==> src/rtl/ldasa_pkg.sv <==
// shared types, codes and correction table math for the log-domain add/sub unit
`timescale 1ns / 1ps
package ldasa_pkg;

  localparam int DEF_VALUE_WIDTH = 32;
  localparam int DEF_FRAC_BITS   = 16;
  localparam int DEF_TABLE_DEPTH = 1024;

  // tables span differences in [0, 2^RANGE_LOG2)
  localparam int RANGE_LOG2 = 4;

  localparam longint unsigned Q30_ONE = 64'd1073741824;
  localparam longint          LN2_Q30 = 64'sd744261118;

  typedef enum logic [1:0] {
    OP_ADD = 2'd0,
    OP_SUB = 2'd1,
    OP_ACC = 2'd2
  } op_t;

  typedef enum logic [2:0] {
    K_FIN  = 3'd0,
    K_MISS = 3'd1,
    K_PINF = 3'd2,
    K_NINF = 3'd3,
    K_BAD  = 3'd4
  } kind_t;

  // control word handed from the front stage to the correction stage
  typedef struct packed {
    kind_t kind;
    logic  corr_en;
    logic  use_sub;
    logic  is_acc;
  } ctl_t;

  typedef struct packed {
    kind_t kind;
    logic  take_b;
  } nf_t;

  // ordering with +inf > finite > -inf, missing yields the other operand
  function automatic nf_t nf_max(kind_t ka, kind_t kb);
    nf_t r;
    r.kind   = ka;
    r.take_b = 1'b0;
    if (ka == K_MISS) begin
      r.kind   = kb;
      r.take_b = 1'b1;
    end else if (kb == K_MISS) begin
      r.kind = ka;
    end else if (ka == K_PINF || kb == K_PINF) begin
      r.kind = K_PINF;
    end else if (ka == K_NINF) begin
      r.kind   = kb;
      r.take_b = 1'b1;
    end
    return r;
  endfunction

  // unsigned quotient by restoring shift and subtract, table build only
  function automatic longint unsigned udiv(longint unsigned num, longint unsigned den);
    longint unsigned q;
    longint unsigned rem;
    q   = 0;
    rem = 0;
    for (int n = 63; n >= 0; n--) begin
      rem = {rem[62:0], num[n]};
      if (rem >= den) begin
        rem  = rem - den;
        q[n] = 1'b1;
      end
    end
    return q;
  endfunction

  // e^-d in q30, d in q30: taylor series on d/256 then eight squarings
  function automatic longint unsigned exp_neg_q30(longint unsigned d);
    longint unsigned r;
    longint unsigned term;
    longint unsigned sum;
    r    = d >> 8;
    term = Q30_ONE;
    sum  = Q30_ONE;
    for (int i = 1; i <= 10; i++) begin
      term = udiv((term * r) >> 30, longint'(i));
      if (i % 2 == 1) sum = sum - term;
      else sum = sum + term;
    end
    for (int i = 0; i < 8; i++) begin
      sum = (sum * sum + (64'd1 << 29)) >> 30;
    end
    return sum;
  endfunction

  // natural log in q30 via normalization to [1,2) and an atanh series
  function automatic longint ln_q30(longint y);
    longint unsigned m;
    longint unsigned z;
    longint unsigned z2;
    longint unsigned p;
    longint unsigned acc;
    longint          s;
    longint          yy;
    yy  = (y <= 0) ? 64'sd1 : y;
    m   = longint'(yy);
    s   = 0;
    acc = 0;
    for (int j = 0; j < 64; j++) begin
      if (m < Q30_ONE) begin
        m = m << 1;
        s = s - 1;
      end
    end
    for (int j = 0; j < 64; j++) begin
      if (m >= 2 * Q30_ONE) begin
        m = m >> 1;
        s = s + 1;
      end
    end
    z  = udiv((m - Q30_ONE) << 30, m + Q30_ONE);
    z2 = (z * z) >> 30;
    p  = z;
    for (int k = 1; k <= 39; k += 2) begin
      acc = acc + udiv(p, longint'(k));
      p   = (p * z2) >> 30;
    end
    return 2 * longint'(acc) + s * LN2_Q30;
  endfunction

  // q30 to frac_bits, rounding half away from zero
  function automatic longint to_frac(longint v, int frac);
    logic            neg;
    longint unsigned mag;
    int              sh;
    neg = (v < 0);
    mag = neg ? longint'(-v) : longint'(v);
    sh  = 30 - frac;
    if (sh > 0) mag = (mag + (64'd1 << (sh - 1))) >> sh;
    else if (sh < 0) mag = mag << (-sh);
    return neg ? -longint'(mag) : longint'(mag);
  endfunction

  function automatic longint add_entry(longint unsigned dq, int frac);
    return to_frac(ln_q30(longint'(Q30_ONE + exp_neg_q30(dq))), frac);
  endfunction

  function automatic longint sub_entry(longint unsigned dq, int frac);
    return to_frac(ln_q30(longint'(Q30_ONE - exp_neg_q30(dq))), frac);
  endfunction

endpackage

==> src/rtl/ldasa_back.sv <==
// adds the table correction to the base value and saturates to the value range
`timescale 1ns / 1ps
module ldasa_back #(
  parameter int VALUE_WIDTH = ldasa_pkg::DEF_VALUE_WIDTH,
  parameter int FRAC_BITS   = ldasa_pkg::DEF_FRAC_BITS
) (
  input  ldasa_pkg::ctl_t                                   ctl,
  input  logic signed [VALUE_WIDTH-1:0]                     base,
  input  logic [2*(FRAC_BITS+ldasa_pkg::RANGE_LOG2+1)-1:0]  tab_word,
  output logic signed [VALUE_WIDTH-1:0]                     result_value,
  output ldasa_pkg::kind_t                                  result_kind,
  output logic                                              overflow
);
  import ldasa_pkg::*;

  localparam int EW    = FRAC_BITS + RANGE_LOG2 + 1;
  localparam int SUM_W = ((VALUE_WIDTH > EW) ? VALUE_WIDTH : EW) + 1;
  localparam logic signed [SUM_W-1:0] HI_S = (SUM_W'(1) << (VALUE_WIDTH - 1)) - SUM_W'(1);
  localparam logic signed [SUM_W-1:0] LO_S = -HI_S - SUM_W'(1);

  logic signed [EW-1:0]    entry;
  logic signed [SUM_W-1:0] sum;

  // upper half of the word is the subtract table, lower half the add table
  assign entry = ctl.use_sub ? tab_word[2*EW-1:EW] : tab_word[EW-1:0];
  assign sum   = SUM_W'(base) + (ctl.corr_en ? SUM_W'(entry) : '0);

  always_comb begin
    result_kind  = ctl.kind;
    result_value = '0;
    overflow     = 1'b0;
    if (ctl.kind == K_FIN) begin
      if (sum > HI_S) begin
        result_value = HI_S[VALUE_WIDTH-1:0];
        overflow     = 1'b1;
      end else if (sum < LO_S) begin
        result_value = LO_S[VALUE_WIDTH-1:0];
        overflow     = 1'b1;
      end else begin
        result_value = sum[VALUE_WIDTH-1:0];
      end
    end
  end

endmodule
==> config.mk <==
export PLATFORM = sky130hd
export DESIGN_NAME = ldasa_back
export DESIGN_NICKNAME = d
export VERILOG_FILES = /design/src/rtl/ldasa_pkg.sv /design/src/rtl/ldasa_back.sv
export SDC_FILE = /design/constraint.sdc
export NUM_CORES = 1
export LEC_CHECK = 0
export BUFFER_PORTS_ARGS = -buffer_cell sky130_fd_sc_hd__buf_4
export CAP_MARGIN = 0
export CELL_PAD_IN_SITES_DETAIL_PLACEMENT = 1
export CELL_PAD_IN_SITES_GLOBAL_PLACEMENT = 1
export CORE_UTILIZATION = 35
export DETAILED_ROUTE_END_ITERATION = 7
export PLACE_DENSITY = 0.82
export SYNTH_ARGS = -nofsm -noshare
export SYNTH_HDL_FRONTEND = slang
export SYNTH_SLANG_ARGS = --single-unit
export TNS_END_PERCENT = 1
==> constraint.sdc <==
create_clock -name vclk -period 6.4
set_input_delay 0.96 -clock vclk [all_inputs]
set_output_delay 0.96 -clock vclk [all_outputs]
set_load 0.02 [all_outputs]
**After elaboration in Yosys (flattened, before gate mapping)**

Cells that the tools add are included.
W data, S select, Z words.

- Logic and storage cells: 12
- Register bits after elaboration: 0
- Bits of input ports: 80
- Output and inout port bits: 36

- Multiplexer cells: 8
- $add $sub $neg: 1
- $lt $le $gt $ge: 2
- Reductions and logical operators: 1

Operators with widths:

| cell | count |
|---|---|
| $mux W32 | 3 |
| $add A33 B33 Y33 | 1 |
| $gt A33 B32 Y1 const B | 1 |
| $lt A33 B32 Y1 const B | 1 |
| $mux W33 | 1 |
| $mux W21 | 1 |
| $logic_not A3 Y1 | 1 |
| $mux W1 | 3 |

**Logic depth before layout (Yosys ltp)**

- Depth in word-level cells: 7
- Mapped depth: 15
- Mapped depth without buffers: 13

**Worst setup path after synthesis**

No wires, ideal clock.

- Path kind: input -> output
- Start: input port ctl[1] (netlist name)
- End: output port result_value[5]
- Cell stages on the path: 13
- Path buffers: 2
- Arrival time: 4509 ps
- Data required time: 5440 ps
- Path slack: 931 ps
- Cell sequence: buf_1 -> mux2i_1 -> nor2b_1 -> ha_1 -> buf_6 -> a21o_1 -> a21o_1 -> a21oi_2 -> o21ai_1 -> o2111a_2 -> nor3_4 -> a21oi_4 -> o41ai_1

- Word-level cells in the longest chain between the ends: 7
- Elaborated cells on any way between the ends: 8
- Those cells by class: add/sub (1); order compare (2); mux (5)

RTL lines:

| what | line | text |
|---|---|---|
| start, declared | ldasa_back.sv:7 | `input ldasa_pkg::ctl_t ctl,` |
| $mux W21 * | ldasa_back.sv:25 | `assign entry = ctl.use_sub ? tab_word[2*EW-1:EW] : tab_word[EW-1:0];` |
| $mux W33 * | ldasa_back.sv:26 | `assign sum = SUM_W'(base) + (ctl.corr_en ? SUM_W'(entry) : '0);` |
| $add A33 B33 Y33 * | ldasa_back.sv:26 |  |
| $lt A33 B32 Y1 | ldasa_back.sv:36 | `end else if (sum < LO_S) begin` |
| $mux W32 | ldasa_back.sv:36 |  |
| $mux W32 * | ldasa_back.sv:33 | `if (sum > HI_S) begin` |
| $mux W32 * | ldasa_back.sv:32 | `if (ctl.kind == K_FIN) begin` |
| end, declared | ldasa_back.sv:10 | `output logic signed [VALUE_WIDTH-1:0] result_value,` |

Mark *: on every way between the ends. The rest lies on a longest branch, timed or not.

**Worst setup path in the final report**

- Start: input port ctl[1] (netlist name)
- End: output port result_value[1]

The elaborated chain is that of the path after synthesis.

==> flow_summary.yaml <==
status:
  outcome: "finished clean"
detailed_routing:
  first_pass_iters: 4
  routedWlPerCell_um: 16.24
  detail-route-antenna-nets: 0
  drtIter0Drc: 103
  avgViaCountPerCell: 5.557
  vias: 3151
  drc: 0
  wirelength_mm: 9.210
layout:
  seq_cell_count: 0
  area_growth_pct: 30.06
  nets: 580
  nFillCells: 1021
  final.clkbuf_count: 0
  final_cell_area_um2: 3660
  antennaDiodeCount: 0
  seq_area_um2: 0
  multi_input_area_um2: 2590
  drive_gt1_share_pct: 35.91
die:
  rows: 32
  die_h_um: 91.67
  dieWidth_um: 91.67
  ioPinCount: 116
  core-area_um2: 7767
  start_util_pct: 36.23
  die-area_um2: 8402
global_routing:
  grt_pass1_wl_mm: 14.92
  grt_max_degree: 35
  grt_pass1_vias: 3196
  grt_util_all_layers_pct: 20.97
  overflow: 0
  gr-usage-met3_pct: 1.078
  gr-usage-met1_pct: 26.55
  grtUsageMet2_pct: 40.73
  antenna_found_initial: 0
  gr-max-usage-layer: "met2"
synthesis:
  synth_area_leaders: "ha_1 14%, o31ai_2 13%, mux2i_1 7.1%, a21oi_1 5.5%, nor2b_1 4.9%"
  yosys_warnings: 0
  synthCells: 375
  synth_cell_type_count: 56
  synth_top_area_cell: "ha_1"
  synth_top_area_share_pct: 14.23
  synth.net_count: 488
  syn-mean-instance-area_um2: 7.504
  netlist_area_um2: 2814
  synth_seq_area_share_pct: 0
timing:
  hold_violations: 0
  hold_slack_ns: 2.127
  min_period_ns: 6.001
  worst_slew_pin_slew_ns: 0.9669
  fmax_mhz: 166.6
  setup_violations: 0
  fin_ws_ns: 0.3993
  maxSlewViolCount: 0
  fin_setup_tns_ns: 0
  rsz0062_at_grt: "false"
  relSlewSlack_pct: 35.54
  fin_crit_sh_pct: 93.76
placed_design:
  pre_cts_ws_ns: 0.3802
  port_buffers: 115
  gp_congestion: 0.8609
  place_area_um2: 3660
  dp_hpwl_mm: 7.717
pwr:
  p_leak_nw: 1.793
  ir_drop_mv: 0.04786
  powerDensity_nw_per_um2: 105.4
  fin_total_pwr_w: 0.0003858
setup_path:
  slowest_stage: "nor2b_1"
  worstPathRequired_ns: 5.44
  path_cells: "buf_4, mux2i_1, nor2b_1, ha_1, a21o_1, a21o_1, a21oi_1, o21ai_0, and2_1, nor4_2, nand3_2, buf_4, o31ai_2, buf_4"
  path_common_cell: "buf_4"
  arrival_ns: 5.04
  critPathLaunchType: "input pin"
  path_class: "in -> out"
  endpoint_kind: "primary output"
  critPathLaunch: "ctl[1]"
  critPathTopFamily: "simple AND/OR/NAND/NOR gates"
  crit_fanout: 21
  slowest_delay_ns: 0.73
  crit_buf_inv: 3
flow_run:
  max-cap-violations: 0
clock_network:
  cts_setup_buffers: 0
  ctsHoldBuffers: 0
  post_cts_resized: 0
hold_path:
  hold_path_class: "in -> out"
  min_from: "ctl[3]"
placed cells by master (no fill, tap or decap), types with 2 or more instances in the layout:
| master | count |
|---|---|
| o2111ai_1 | 2 |
| o41ai_1 | 2 |
| a21oi_1 | 31 |
| and3_1 | 3 |
| inv_1 | 9 |
| o21ai_1 | 5 |
| o31ai_1 | 3 |
| ha_1 | 32 |
| o211ai_1 | 5 |
| nand3_2 | 3 |
| a211oi_1 | 3 |
| a41oi_1 | 2 |
| a21oi_2 | 3 |
| mux2i_1 | 20 |
| nand2_1 | 32 |
| nor2_1 | 21 |
| o21a_1 | 3 |
| a41o_1 | 2 |
| nor2b_1 | 22 |
| xnor2_1 | 12 |
| buf_4 | 121 |
| nand2b_1 | 6 |
| nand4_1 | 6 |
| o221ai_1 | 2 |
| nor3_1 | 7 |
| o21bai_1 | 5 |
| nand3_1 | 5 |
| o21ai_0 | 14 |
| a21o_1 | 18 |
| a211oi_2 | 2 |
| and2_1 | 3 |
| xor2_1 | 12 |
| o31ai_2 | 29 |
Yosys cell counts, drive strengths merged, types with 3 or more instances:
cell and n:
a21oi 35, ha 32, nand2 32, o31ai 32, nor2b 22, nor2 21
mux2i 20, o21ai 20, a21o 18, buf 17, clkbuf 14, xnor2 12
xor2 12, inv 9, nand3 8, nor3 8, nand2b 6, nand4 6
a211oi 5, o211ai 5, o21bai 5, and2 3, and3 3, o21a 3
path summary, 6_finish.rpt:
kind                     endpoint  slack, ns  cells past startpoint
setup / recovery  result_value[1]       0.40                     14
hold / removal     result_kind[0]       2.13                      2
per-stage QoR:
stage,cells,util [%]
floorplan,375,-
global route,567,47.12
global placement,567,47.12
CTS,567,47.12
detailed placement,567,47.12
finish,567,47.12
power by group:
part           switching, W  leakage, nW  internal, W  total [W]
logic              0.000223         1.79     0.000162   0.000386
clock network             0            0            0          0
registers                 0            0            0          0
total              0.000223         1.79     0.000162   0.000386
area by class of cell:
class,instances,share of cell area [%]
inverter,9,0.9231
timing repair buffer,121,24.82
tap,102,3.487
multi-input combinational,335,70.77
cell families after synthesis:
group	after synthesis	share of synthesized area, %
muxes	21	7.514
xor gates and xnor gates	24	7.470
buffers and inverters	40	8.003
and+or+nand+nor	115	21.52
AOI/OAI and AO/OA	142	40.55
adders and majority gates	33	14.94
metal layers:
metal	vias up	routed length (um)
met4	0	24
met3	2	299
met1	1496	4177
met2	64	4709
met5	-	0
li1	1589	-
Note: power is estimated with default switching activity, not from simulation.
