File: config.mk
export PLATFORM = sky130hd
export DESIGN_NAME = ldasa_front
export DESIGN_NICKNAME = d
export VERILOG_FILES = /design/src/rtl/ldasa_pkg.sv /design/src/rtl/ldasa_front.sv
export SDC_FILE = /design/constraint.sdc
export NUM_CORES = 1
export LEC_CHECK = 0
export BUFFER_PORTS_ARGS = -buffer_cell sky130_fd_sc_hd__buf_2
export CAP_MARGIN = 20
export CORE_MARGIN = 5
export CORE_UTILIZATION = 51
export DETAILED_ROUTE_END_ITERATION = 12
export GPL_ROUTABILITY_DRIVEN = 0
export PLACE_DENSITY = 0.91
export SLEW_MARGIN = 10
export SYNTH_ARGS = -nofsm -noshare
export SYNTH_HDL_FRONTEND = slang
export SYNTH_SLANG_ARGS = --single-unit
File: constraint.sdc
create_clock -name vclk -period 6.8
set_input_delay 0.34 -clock vclk [all_inputs]
set_output_delay 0.34 -clock vclk [all_outputs]
set_load 0.02 [all_outputs]
File: src/rtl/ldasa_pkg.sv
// shared types, codes and correction table math for the log-domain add/sub unit
`timescale 1ns / 1ps
package ldasa_pkg;

  localparam int DEF_VALUE_WIDTH = 32;
  localparam int DEF_FRAC_BITS   = 16;
  localparam int DEF_TABLE_DEPTH = 1024;

  // tables span differences in [0, 2^RANGE_LOG2)
  localparam int RANGE_LOG2 = 4;

  localparam longint unsigned Q30_ONE = 64'd1073741824;
  localparam longint          LN2_Q30 = 64'sd744261118;

  typedef enum logic [1:0] {
    OP_ADD = 2'd0,
    OP_SUB = 2'd1,
    OP_ACC = 2'd2
  } op_t;

  typedef enum logic [2:0] {
    K_FIN  = 3'd0,
    K_MISS = 3'd1,
    K_PINF = 3'd2,
    K_NINF = 3'd3,
    K_BAD  = 3'd4
  } kind_t;

  // control word handed from the front stage to the correction stage
  typedef struct packed {
    kind_t kind;
    logic  corr_en;
    logic  use_sub;
    logic  is_acc;
  } ctl_t;

  typedef struct packed {
    kind_t kind;
    logic  take_b;
  } nf_t;

  // ordering with +inf > finite > -inf, missing yields the other operand
  function automatic nf_t nf_max(kind_t ka, kind_t kb);
    nf_t r;
    r.kind   = ka;
    r.take_b = 1'b0;
    if (ka == K_MISS) begin
      r.kind   = kb;
      r.take_b = 1'b1;
    end else if (kb == K_MISS) begin
      r.kind = ka;
    end else if (ka == K_PINF || kb == K_PINF) begin
      r.kind = K_PINF;
    end else if (ka == K_NINF) begin
      r.kind   = kb;
      r.take_b = 1'b1;
    end
    return r;
  endfunction

  // unsigned quotient by restoring shift and subtract, table build only
  function automatic longint unsigned udiv(longint unsigned num, longint unsigned den);
    longint unsigned q;
    longint unsigned rem;
    q   = 0;
    rem = 0;
    for (int n = 63; n >= 0; n--) begin
      rem = {rem[62:0], num[n]};
      if (rem >= den) begin
        rem  = rem - den;
        q[n] = 1'b1;
      end
    end
    return q;
  endfunction

  // e^-d in q30, d in q30: taylor series on d/256 then eight squarings
  function automatic longint unsigned exp_neg_q30(longint unsigned d);
    longint unsigned r;
    longint unsigned term;
    longint unsigned sum;
    r    = d >> 8;
    term = Q30_ONE;
    sum  = Q30_ONE;
    for (int i = 1; i <= 10; i++) begin
      term = udiv((term * r) >> 30, longint'(i));
      if (i % 2 == 1) sum = sum - term;
      else sum = sum + term;
    end
    for (int i = 0; i < 8; i++) begin
      sum = (sum * sum + (64'd1 << 29)) >> 30;
    end
    return sum;
  endfunction

  // natural log in q30 via normalization to [1,2) and an atanh series
  function automatic longint ln_q30(longint y);
    longint unsigned m;
    longint unsigned z;
    longint unsigned z2;
    longint unsigned p;
    longint unsigned acc;
    longint          s;
    longint          yy;
    yy  = (y <= 0) ? 64'sd1 : y;
    m   = longint'(yy);
    s   = 0;
    acc = 0;
    for (int j = 0; j < 64; j++) begin
      if (m < Q30_ONE) begin
        m = m << 1;
        s = s - 1;
      end
    end
    for (int j = 0; j < 64; j++) begin
      if (m >= 2 * Q30_ONE) begin
        m = m >> 1;
        s = s + 1;
      end
    end
    z  = udiv((m - Q30_ONE) << 30, m + Q30_ONE);
    z2 = (z * z) >> 30;
    p  = z;
    for (int k = 1; k <= 39; k += 2) begin
      acc = acc + udiv(p, longint'(k));
      p   = (p * z2) >> 30;
    end
    return 2 * longint'(acc) + s * LN2_Q30;
  endfunction

  // q30 to frac_bits, rounding half away from zero
  function automatic longint to_frac(longint v, int frac);
    logic            neg;
    longint unsigned mag;
    int              sh;
    neg = (v < 0);
    mag = neg ? longint'(-v) : longint'(v);
    sh  = 30 - frac;
    if (sh > 0) mag = (mag + (64'd1 << (sh - 1))) >> sh;
    else if (sh < 0) mag = mag << (-sh);
    return neg ? -longint'(mag) : longint'(mag);
  endfunction

  function automatic longint add_entry(longint unsigned dq, int frac);
    return to_frac(ln_q30(longint'(Q30_ONE + exp_neg_q30(dq))), frac);
  endfunction

  function automatic longint sub_entry(longint unsigned dq, int frac);
    return to_frac(ln_q30(longint'(Q30_ONE - exp_neg_q30(dq))), frac);
  endfunction

endpackage

File: src/rtl/ldasa_front.sv
// operand resolution, special cases and table index for one word
`timescale 1ns / 1ps
module ldasa_front #(
  parameter int VALUE_WIDTH = ldasa_pkg::DEF_VALUE_WIDTH,
  parameter int FRAC_BITS   = ldasa_pkg::DEF_FRAC_BITS,
  parameter int TABLE_DEPTH = ldasa_pkg::DEF_TABLE_DEPTH
) (
  input  ldasa_pkg::op_t                    opcode,
  input  logic signed [VALUE_WIDTH-1:0]     x_value,
  input  ldasa_pkg::kind_t                  x_kind,
  input  logic signed [VALUE_WIDTH-1:0]     y_value,
  input  ldasa_pkg::kind_t                  y_kind,
  input  logic signed [VALUE_WIDTH-1:0]     run_value,
  input  ldasa_pkg::kind_t                  run_kind,
  output ldasa_pkg::ctl_t                   ctl,
  output logic signed [VALUE_WIDTH-1:0]     base,
  output logic [$clog2(TABLE_DEPTH)-1:0]    idx
);
  import ldasa_pkg::*;

  localparam int LIM_W  = FRAC_BITS + RANGE_LOG2;
  localparam int DIFF_W = (VALUE_WIDTH > LIM_W) ? VALUE_WIDTH + 1 : LIM_W + 1;
  localparam int IDX_W  = $clog2(TABLE_DEPTH);
  localparam int PROD_W = LIM_W + IDX_W + 1;

  logic signed [VALUE_WIDTH-1:0] a_v, b_v, hi_v, lo_v;
  kind_t                         a_k, b_k;
  logic                          a_gt, a_eq, both_fin, any_inf, far;
  logic [DIFF_W-1:0]             diff;
  logic [PROD_W-1:0]             prod;
  nf_t                           nf;

  // accumulate folds x into the running sum, the others combine x and y
  always_comb begin
    if (opcode == OP_ACC) begin
      a_v = run_value;
      a_k = run_kind;
      b_v = x_value;
      b_k = x_kind;
    end else begin
      a_v = x_value;
      a_k = x_kind;
      b_v = y_value;
      b_k = y_kind;
    end
  end

  assign a_gt     = (a_v > b_v);
  assign a_eq     = (a_v == b_v);
  assign hi_v     = a_gt ? a_v : b_v;
  assign lo_v     = a_gt ? b_v : a_v;
  assign diff     = DIFF_W'(hi_v) - DIFF_W'(lo_v);
  assign far      = |diff[DIFF_W-1:LIM_W];
  assign prod     = PROD_W'(diff[LIM_W-1:0]) * PROD_W'(TABLE_DEPTH);
  assign idx      = prod[LIM_W +: IDX_W];
  assign both_fin = (a_k == K_FIN) && (b_k == K_FIN);
  assign any_inf  = (a_k == K_PINF) || (a_k == K_NINF) || (b_k == K_PINF) || (b_k == K_NINF);
  assign nf       = nf_max(a_k, b_k);

  always_comb begin
    ctl.kind    = K_BAD;
    ctl.corr_en = 1'b0;
    ctl.use_sub = 1'b0;
    ctl.is_acc  = (opcode == OP_ACC);
    base        = a_v;
    unique case (opcode)
      OP_ADD, OP_ACC: begin
        if (both_fin) begin
          ctl.kind    = K_FIN;
          ctl.corr_en = !far;
          base        = hi_v;
        end else begin
          ctl.kind = nf.kind;
          base     = nf.take_b ? b_v : a_v;
        end
      end
      OP_SUB: begin
        ctl.use_sub = 1'b1;
        if (any_inf) begin
          ctl.kind = nf.kind;
          base     = nf.take_b ? b_v : a_v;
        end else if (a_k == K_MISS) begin
          ctl.kind = K_MISS;
        end else if (b_k == K_MISS) begin
          ctl.kind = a_k;
        end else if (a_eq) begin
          ctl.kind = K_NINF;
        end else if (!a_gt) begin
          ctl.kind = K_BAD;
        end else begin
          ctl.kind    = K_FIN;
          ctl.corr_en = !far;
          base        = a_v;
        end
      end
      default: begin
        ctl.kind = K_BAD;
      end
    endcase
  end

endmodule

### Word level (Yosys, flattened, before mapping)

Cells that the tools add are included.

| word-level totals | value |
|---|---|
| bits of input ports | 107 |
| flip-flop bits (word level) | 0 |
| word-level logic and storage cells | 53 |

| operators by class | value |
|---|---|
| add/sub/neg operators | 1 |
| magnitude comparators | 1 |
| multiplexer cells | 31 |
| eq/ne operators | 9 |
| reduce and logical (&&, ||, !) cells | 11 |

Operators by type and width:

| kind | number |
|---|---|
| $mux 32 | 7 |
| $pmux 32 s2 | 1 |
| $sub 32x32->33 | 1 |
| $eq 32x32->1 | 1 |
| $gt 32x32->1 | 1 |
| $mux 3 | 10 |
| $reduce_or 13->1 | 1 |
| $eq 3x2->1 const B | 4 |
| $mux 1 | 9 |
| $mux 4 | 2 |
| $eq 3x1->1 const B | 2 |
| $logic_not 3->1 | 2 |
| $pmux 3 s2 | 1 |
| $logic_or 1x1->1 | 4 |
| $eq 2x1->1 const B | 1 |
| $eq 2x2->1 const B | 1 |
| $logic_not 2->1 | 1 |
| $pmux 1 s2 | 1 |
| $reduce_or 2->1 | 1 |
| $logic_and 1x1->1 | 1 |
| $logic_not 1->1 | 1 |

### Depth between registers and ports, before layout

Gate-level depths: netlist (run 1).

| logic depth | value |
|---|---|
| depth after elaboration | 13 |
| depth in mapped cells | 30 |
| mapped depth without buffers | 20 |

### Worst setup path before layout (run 1)

Ideal clock, no wire load.

| path | value |
|---|---|
| path type | input port to output port |
| from | in opcode[0] |
| to | out ctl[2] (netlist bit) |
| required time | 6.460 ns |
| path buffers | 10 |
| data arrival time | 6.339 ns |
| path slack | 0.121 ns |
| stages | 29 |
| path through | buf_4 nand2b_4 buf_8 inv_6 clkbuf_1 buf_2 buf_2 buf_2 buf_1 a21boi_0 ha_1 clkbuf_1 a21oi_1 o21ai_1 a21oi_1 nor4_1 a211o_1 a21o_1 buf_6 buf_4 mux2i_1 a21oi_1 o221ai_1 nor3_1 a2111oi_1 mux2i_1 nand4_1 nor4_1 and4bb_1 |

RTL lines:

| element | RTL line | RTL |
|---|---|---|
| start: declaration | ldasa_front.sv:8 | `input ldasa_pkg::op_t opcode,` |
| end: declaration | ldasa_front.sv:15 | `output ldasa_pkg::ctl_t ctl,` |

==> impl_metrics.py, run 1 <==
metrics = {
    "pwr": {
        "p_seq_share_pct": 0,
        "p_switching_w": 0.000553,
        "p_int_w": 0.000347,
        "p_per_area_mw_per_mm2": 143,
        "clock_power_share_pct": 0,
        "p_leak_nw": 2.96,
        "ir_drop_mv": 0.0924,
        "pwr-share-comb_pct": 100.0,
        "swShare_pct": 61.4,
    },
    "yosys": {
        "ys_warn_count": 0,
        "synth_cell_types": 77,
        "syn_inst": 863,
        "synth_top_area_share_pct": 13.1,
        "ys_seq_area_share_pct": 0,
        "netlist_area_mm2": 0.00543,
        "synthTopCellsByArea": "nand2_1 (13%), mux2i_1 (12%), mux2_2 (7.3%)",
        "syn_nets": 1000,
        "synth_top_cell_by_area": "nand2_1",
        "synth.avg_cell_area_um2": 6.30,
    },
    "global_route": {
        "grt_usage_pct": 25.6,
        "grt_overflow": 0,
        "antenna_found_initial": 0,
        "grt_pass1_vias": 6336,
        "grt_pass1_wl_um": 28800,
        "grt_max_degree": 67,
    },
    "routing": {
        "avgRoutedWirePerCell_um": 16.1,
        "finalWirelength_um": 17900,
        "via_per_inst": 6.24,
        "first_pass_iters": 7,
        "antenna_left": 0,
        "drc": 0,
        "vias": 6966,
        "first_iter_violations": 666,
    },
    "critical_path": {
        "crit_chain": "buf_2 > nand2b_4 > buf_4 > mux2i_1 > ha_1 > nand4_1 > o211ai_1 > o22ai_1 > o21ai_0 > a211o_1 > a21o_2 > buf_4 > mux2i_1 > a21oi_1 > o22ai_1 > nor3_1 > a2111oi_1 > mux2i_1 > nand4_1 > nor4_1 > and4bb_1 > buf_2",
        "worst_path_max_delay_cell": "a21o_2",
        "critPathMaxFanout": 27,
        "cp-start-kind": "primary input",
        "critPathArrivalTime_ns": 6.15,
        "worst_path_largest_cell_delay_ns": 0.49,
        "crit_type": "in -> out",
        "crit_path_start": "opcode[0]",
        "cp.required_ns": 6.46,
        "cpMostUsedCell": "mux2i_1",
        "cp-end-kind": "primary output",
    },
    "final_layout": {
        "syn_to_final_growth_pct": 15.6,
        "ff_latch_area_um2": 0,
        "nClkBuffers": 0,
        "fin_nets": 1119,
        "num_antenna_cells": 0,
        "seq_cell_count": 0,
        "n_fill_cell": 940,
        "layout-drive-gt1-share_pct": 25.3,
    },
    "sta": {
        "max_freq_ghz": 0.154,
        "rsz0062_at_grt": "no",
        "whs_ns": 1.14,
        "hold_viol_final": 0,
        "worst-slew-pin-transition_ns": 0.748,
        "period_minus_slack_ns": 6.49,
        "relSlewSlack_pct": 50.0,
        "drv_slew": 0,
        "setup_viol": 0,
        "tns_ns": 0,
        "finalCritPeriodShare_pct": 95.5,
    },
    "min_path": {
        "hold_class": "in -> out",
        "min_from": "x_value[31]",
    },
    "floorplan": {
        "die_y_um": 113,
        "chipWidth_um": 113,
        "initial_core_util_pct": 52.4,
        "die_area_mm2": 0.0128,
        "io_pins": 155,
        "fp-row-count": 37,
        "fp.coreArea_mm2": 0.0104,
    },
    "outcome": {
        "status": "completed",
    },
    "job": {
        "cap_violations": 0,
    },
    "placement": {
        "port_buffers": 155,
        "place_hpwl_um": 13800,
    },
    "clock_network": {
        "cts-hold-fix-buffers": 0,
    },
}
## cells in the mapped netlist, drive strengths merged (7+ instances only)
cell    count
or3        10
nand2     190
nand4       8
ha         30
or2        16
nor2b       7
nor2       92
a211oi     33
buf        27
a221o      24
nor3       16
a31oi       7
clkbuf     29
nand2b      7
a221oi      8
nand3      27
xor2        8
mux2i      63
and2        9
xnor2      13
inv        19
mux2       35
a21oi      60
o21ai      52
## worst max-delay path, delay by kind of cell
family / cells / cell delay [ns]
buf+inv: 4 / 0.91
simple gates: 6 / 1.29
compound gates: 8 / 2.24
fa+ha+maj: 1 / 0.36
mux: 3 / 0.97
## power groups by stage
stage                     clock (W)  combinational [W]  sequential [W]
after CTS                         0           0.000874               0
after global placement            0           0.000856               0
after global routing              0           0.000981               0
final                             0           0.000900               0
after floorplan                   0           0.000655               0
after detailed placement          0           0.000872               0
## timing repair
| action | CTS | global route |
|---|---|---|
| setup buffers | 0 | 4 |
| gates resized for setup | 0 | 1 |
| endpoints found under the setup margin | 0 | 1 |
## final timing paths
| kind | slack (ns) | end | depth (start not counted) |
|---|---|---|---|
| max | 0.31 | ctl[2] | 22 |
| min | 1.14 | base[31] | 4 |
## kinds of logic (layout without fill, tap and decap cells)
kind of cell / Yosys count / count (layout) / synth area share (%)
buffers and inverters: 75 / 192 / 6.20
AO/OA/AOI/OAI: 237 / 237 / 30.6
AND/OR/NAND/NOR: 398 / 398 / 33.3
multiplexers: 98 / 98 / 18.9
adder cells (fa/ha/maj): 34 / 34 / 7.65
XOR/XNOR: 21 / 21 / 3.39
## metal layers
| layer | track usage [%] | up-vias | share of wire [%] |
|---|---|---|---|
| met4 | 7.69 | 0 | 3.2 |
| met2 | 46.0 | 366 | 47 |
| met5 | 0 | - | 0 |
| met3 | 2.19 | 64 | 9.1 |
| met1 | 32.2 | 3121 | 41 |
| li1 | - | 3415 | - |
## final cells by class
| type | count | area, um^2 | share of cell area, % |
|---|---|---|---|
| Inverter | 19 | 76.3 | 1.22 |
| Timing Repair Buffer | 173 | 911 | 14.5 |
| Tap cell | 136 | 170 | 2.71 |
| Multi-Input combinational cell | 788 | 5120 | 81.6 |
## placed cells by master, fill, tap and decap left out, types with 7 or more instances in the layout
| cell | instances |
|---|---|
| a221oi_1 | 7 |
| buf_4 | 18 |
| mux2i_1 | 63 |
| nor3_1 | 13 |
| nor2b_1 | 7 |
| a221o_1 | 24 |
| xnor2_1 | 13 |
| mux2_2 | 35 |
| nand4_1 | 8 |
| nand3_1 | 27 |
| a21oi_1 | 58 |
| nand2_1 | 190 |
| o21ai_0 | 51 |
| ha_1 | 30 |
| or2_2 | 15 |
| nor2_1 | 92 |
| buf_2 | 155 |
| a211oi_1 | 33 |
| xor2_1 | 8 |
| and2_1 | 9 |
| or3_1 | 9 |
| inv_1 | 18 |
## through the flow
stage                     utilization [%]  worst slack, ns  cells  area (um^2)  power, W
after detailed placement             60.2            0.333   1112         6240  0.000872
final                                60.6            0.306   1116         6280  0.000900
after floorplan                         -            0.121    863         5430  0.000655
after global routing                 60.6          0.00510   1116         6280  0.000981
after CTS                            60.2            0.330   1112         6240  0.000874
after global placement               60.2            0.484   1112         6240  0.000856
Note: power is estimated with default switching activity, not from simulation.
==> inputs of run 2 (changes only) <==
--- a/config.mk
+++ b/config.mk
@@ -8,9 +8,10 @@
 export BUFFER_PORTS_ARGS = -buffer_cell sky130_fd_sc_hd__buf_2
 export CAP_MARGIN = 20
 export CORE_MARGIN = 5
-export CORE_UTILIZATION = 51
+export CORE_UTILIZATION = 54
 export DETAILED_ROUTE_END_ITERATION = 12
 export GPL_ROUTABILITY_DRIVEN = 0
+export GPL_TIMING_DRIVEN = 0
 export PLACE_DENSITY = 0.91
 export SLEW_MARGIN = 10
 export SYNTH_ARGS = -nofsm -noshare
==> constraint.sdc (replaced) <==
create_clock -name vclk -period 8
set_input_delay 0.4 -clock vclk [all_inputs]
set_output_delay 0.4 -clock vclk [all_outputs]
set_load 0.02 [all_outputs]
==> impl_metrics.py, run 2 (synthesis gave the netlist of run 1 again) <==
metrics = {
    "critical_path": {
        "cp.depth": 28,
        "cpMostUsedCell": "buf_2",
        "crit_buf_inv": 9,
        "critPathArrivalTime_ns": 7.10,
        "critPathMaxFanout": 26,
        "cp-end-kind": "primary output",
        "worst_path_max_delay_cell": "a2111oi_1",
        "cp_top_family": "buffers and inverters",
        "worst_path_largest_cell_delay_ns": 0.50,
        "crit_type": "in -> out",
        "cp.required_ns": 7.60,
        "cp-start-kind": "primary input",
    },
    "routing": {
        "first_iter_violations": 801,
        "vias": 7405,
        "avgRoutedWirePerCell_um": 18.0,
        "drc": 0,
        "first_pass_iters": 7,
        "antenna_left": 0,
        "finalWirelength_um": 20600,
        "via_per_inst": 6.47,
    },
    "sta": {
        "finalCritPeriodShare_pct": 93.7,
        "relSlewSlack_pct": 43.8,
        "max_freq_ghz": 0.133,
        "drv_slew": 0,
        "rsz0062_at_grt": "no",
        "whs_ns": 1.26,
        "setup_viol": 0,
        "period_minus_slack_ns": 7.50,
        "hold_viol_final": 0,
        "worst-slew-pin-transition_ns": 0.837,
    },
    "global_route": {
        "grt_pass1_vias": 6762,
        "antenna_found_initial": 0,
        "grt_pass1_wl_um": 32000,
        "grt_usage_pct": 32.2,
        "grt_overflow": 0,
        "grt_max_degree": 20,
    },
    "pwr": {
        "ir_drop_mv": 0.0691,
        "power_w": 0.000794,
        "p_per_area_mw_per_mm2": 125,
        "p_leak_nw": 2.99,
    },
    "floorplan": {
        "die_y_um": 110,
        "io_pins": 155,
        "die_area_mm2": 0.0122,
        "initial_core_util_pct": 55.6,
        "fp.coreArea_mm2": 0.00977,
        "chipWidth_um": 110,
        "fp-row-count": 36,
    },
    "final_layout": {
        "num_antenna_cells": 0,
        "final_cell_mix": "nand2_1 (190), buf_2 (164), nor2_1 (92)",
        "ff_latch_area_um2": 0,
        "fin_nets": 1151,
        "layout-drive-gt1-share_pct": 24.2,
        "seq_cell_count": 0,
        "fin_util_pct": 65.1,
        "nClkBuffers": 0,
        "final_common_cell": "nand2_1",
        "syn_to_final_growth_pct": 17.1,
    },
    "outcome": {
        "status": "completed",
    },
    "clock_network": {
        "cts-hold-fix-buffers": 0,
        "post_cts.repair.setup_buffers": 0,
        "post_cts_resized": 0,
    },
    "min_path": {
        "hold_class": "in -> out",
        "min_path_cells": 4,
    },
    "placement": {
        "port_buffers": 153,
        "place_hpwl_um": 16100,
    },
    "job": {
        "cap_violations": 0,
    },
}
## run 2: per-stage QoR
step                      cell area (um^2)  setup TNS (ns)  instances  setup WS [ns]
after CTS                             6360               0       1147          0.217
after floorplan                       5430               0        863           1.20
after global routing                  6360               0       1145          0.130
after detailed placement              6360          -0.155       1149         -0.155
final                                 6360               0       1145          0.501
after global placement                6360         -0.0313       1149        -0.0313
## run 2: layout make-up
type / instances / area (um^2)
fill: 889 / 3410
inverter: 19 / 76.3
tap: 133 / 166
buffer: 52 / 245
timing repair buffer: 153 / 766
multi-input combinational: 788 / 5110
## run 2: report_power, final
group / internal (W) / switching, W / total [W]
clock: 0 / 0 / 0
combinational: 0.000292 / 0.000502 / 0.000794
sequential: 0 / 0 / 0
total: 0.000292 / 0.000502 / 0.000794
## run 2: final timing paths
path	startpoint	slack (ns)	to
setup / recovery	opcode[0]	0.50	ctl[2]
hold / removal	x_value[31]	1.26	base[31]
## run 2: per-layer routing
| metal | wire [um] | vias to the layer above | GRT usage, % |
|---|---|---|---|
| met5 | 0 | - | 0 |
| met4 | 1080 | 0 | 14.2 |
| met3 | 2450 | 130 | 4.54 |
| met2 | 9340 | 503 | 54.1 |
| met1 | 7730 | 3288 | 40.7 |
| li1 | - | 3484 | - |
==> inputs of run 3 (changes only) <==
--- a/config.mk
+++ b/config.mk
@@ -12,6 +12,7 @@
 export DETAILED_ROUTE_END_ITERATION = 12
 export GPL_ROUTABILITY_DRIVEN = 0
 export GPL_TIMING_DRIVEN = 0
+export MAX_ROUTING_LAYER = met4
 export PLACE_DENSITY = 0.91
 export SLEW_MARGIN = 10
 export SYNTH_ARGS = -nofsm -noshare
==> impl_metrics.py, run 3 (synthesis gave the netlist of run 1 again) <==
metrics = {
    "critical_path": {
        "critPathArrivalTime_ns": 7.07,
        "cp.required_ns": 7.60,
        "critPathMaxFanout": 26,
        "crit_type": "in -> out",
        "cp-start-kind": "primary input",
        "cp-end-kind": "primary output",
    },
    "global_route": {
        "grt_pass1_wl_um": 32000,
        "grt_usage_pct": 33.1,
        "grt_max_degree": 20,
        "grt_overflow": 0,
        "antenna_found_initial": 0,
        "grt_pass1_vias": 6752,
    },
    "pwr": {
        "swShare_pct": 63.2,
        "p_switching_w": 0.000501,
        "clock_power_share_pct": 0,
        "p_leak_nw": 2.99,
        "ir_drop_mv": 0.0689,
        "p_int_w": 0.000292,
        "p_seq_share_pct": 0,
        "p_per_area_mw_per_mm2": 125,
        "pwr-share-comb_pct": 100.0,
    },
    "placement": {
        "place_hpwl_um": 16100,
        "port_buffers": 153,
    },
    "final_layout": {
        "final_common_cell": "nand2_1",
        "fin_nets": 1151,
        "fin_util_pct": 65.1,
        "syn_to_final_growth_pct": 17.1,
        "seq_cell_count": 0,
        "ff_latch_area_um2": 0,
        "layout-drive-gt1-share_pct": 24.2,
        "nClkBuffers": 0,
        "num_antenna_cells": 0,
        "final_cell_mix": "nand2_1 (190), buf_2 (164), nor2_1 (92)",
    },
    "routing": {
        "first_pass_iters": 6,
        "drc": 0,
        "vias": 7338,
        "finalWirelength_um": 20500,
        "avgRoutedWirePerCell_um": 17.9,
        "first_iter_violations": 938,
        "via_per_inst": 6.41,
        "antenna_left": 0,
    },
    "sta": {
        "tns_ns": 0,
        "worst-slew-pin-transition_ns": 0.837,
        "setup_viol": 0,
        "rsz0062_at_grt": "no",
        "relSlewSlack_pct": 43.7,
        "whs_ns": 1.26,
        "hold_viol_final": 0,
        "max_freq_ghz": 0.134,
        "period_minus_slack_ns": 7.47,
        "drv_slew": 0,
        "finalCritPeriodShare_pct": 93.4,
    },
    "outcome": {
        "status": "completed",
    },
    "floorplan": {
        "fp-row-count": 36,
        "io_pins": 155,
        "fp.coreArea_mm2": 0.00977,
        "die_y_um": 110,
        "die_area_mm2": 0.0122,
        "initial_core_util_pct": 55.6,
        "chipWidth_um": 110,
    },
    "clock_network": {
        "cts-hold-fix-buffers": 0,
        "post_cts.repair.setup_buffers": 0,
    },
    "min_path": {
        "hold_class": "in -> out",
    },
    "job": {
        "cap_violations": 0,
    },
}
-- run 3: cell counts in the layout (fill, tap and decap cells not counted) --
Identical to the previous run, type by type.
-- run 3: cell type report --
cell class                      count  area, um^2
Multi-Input combinational cell    788        5110
Fill cell                         889        3410
Timing Repair Buffer              153         766
Buffer                             52         245
Tap cell                          133         166
Inverter                           19        76.3
-- run 3: timing repair --
| item | 4_1_cts | 5_1_grt |
|---|---|---|
| gates cloned | 0 | 0 |
| pin swaps | 0 | 0 |
| endpoints found under the setup margin | 1 | 1 |
| resized for setup | 0 | 3 |
-- run 3: worst max-delay path: stages --
cell and delay, ns:
buf_4 0.15, nand2b_4 0.14, buf_8 0.18, inv_6 0.18, buf_2 0.25, buf_2 0.35, buf_2 0.45, nand2_1 0.10
nand2_1 0.21, ha_1 0.28, buf_4 0.18, nand2_1 0.10, nor2_1 0.06, a221oi_1 0.38, o21ai_0 0.26, a211o_1 0.36
a21oi_4 0.41, buf_4 0.33, mux2i_1 0.39, a21oi_1 0.09, o22ai_1 0.16, nor3_1 0.09, a2111oi_1 0.47, mux2i_1 0.23
nand4_1 0.11, nor4_1 0.26, and4bb_1 0.27, buf_2 0.18
-- run 3: through the flow --
step	cell area, um^2	worst slack [ns]	power (W)	cells
CTS	6360	0.217	0.000769	1147
detailed placement	6360	-0.155	0.000767	1149
global route	6360	0.131	0.000855	1145
floorplan	5430	1.20	0.000557	863
finish	6360	0.526	0.000793	1145
global placement	6360	-0.0313	0.000750	1149
-- run 3: final timing paths --
kind | start | end | slack [ns] | cells past startpoint
hold / removal | x_value[31] | base[31] | 1.26 | 4
setup / recovery | opcode[0] | ctl[2] | 0.53 | 28
-- run 3: power by group through the flow --
stage               registers [W]  clock network, W  logic, W
finish                          0                 0  0.000793
global route                    0                 0  0.000855
CTS                             0                 0  0.000769
detailed placement              0                 0  0.000767
global placement                0                 0  0.000750
floorplan                       0                 0  0.000557
-- run 3: layer usage --
| metal | global-route usage, % | vias up | wire length [um] |
|---|---|---|---|
| met2 | 54.0 | 489 | 9320 |
| met5 | - | - | 0 |
| met4 | 14.1 | 0 | 992 |
| met3 | 4.19 | 106 | 2430 |
| li1 | - | 3484 | - |
| met1 | 41.1 | 3259 | 7780 |
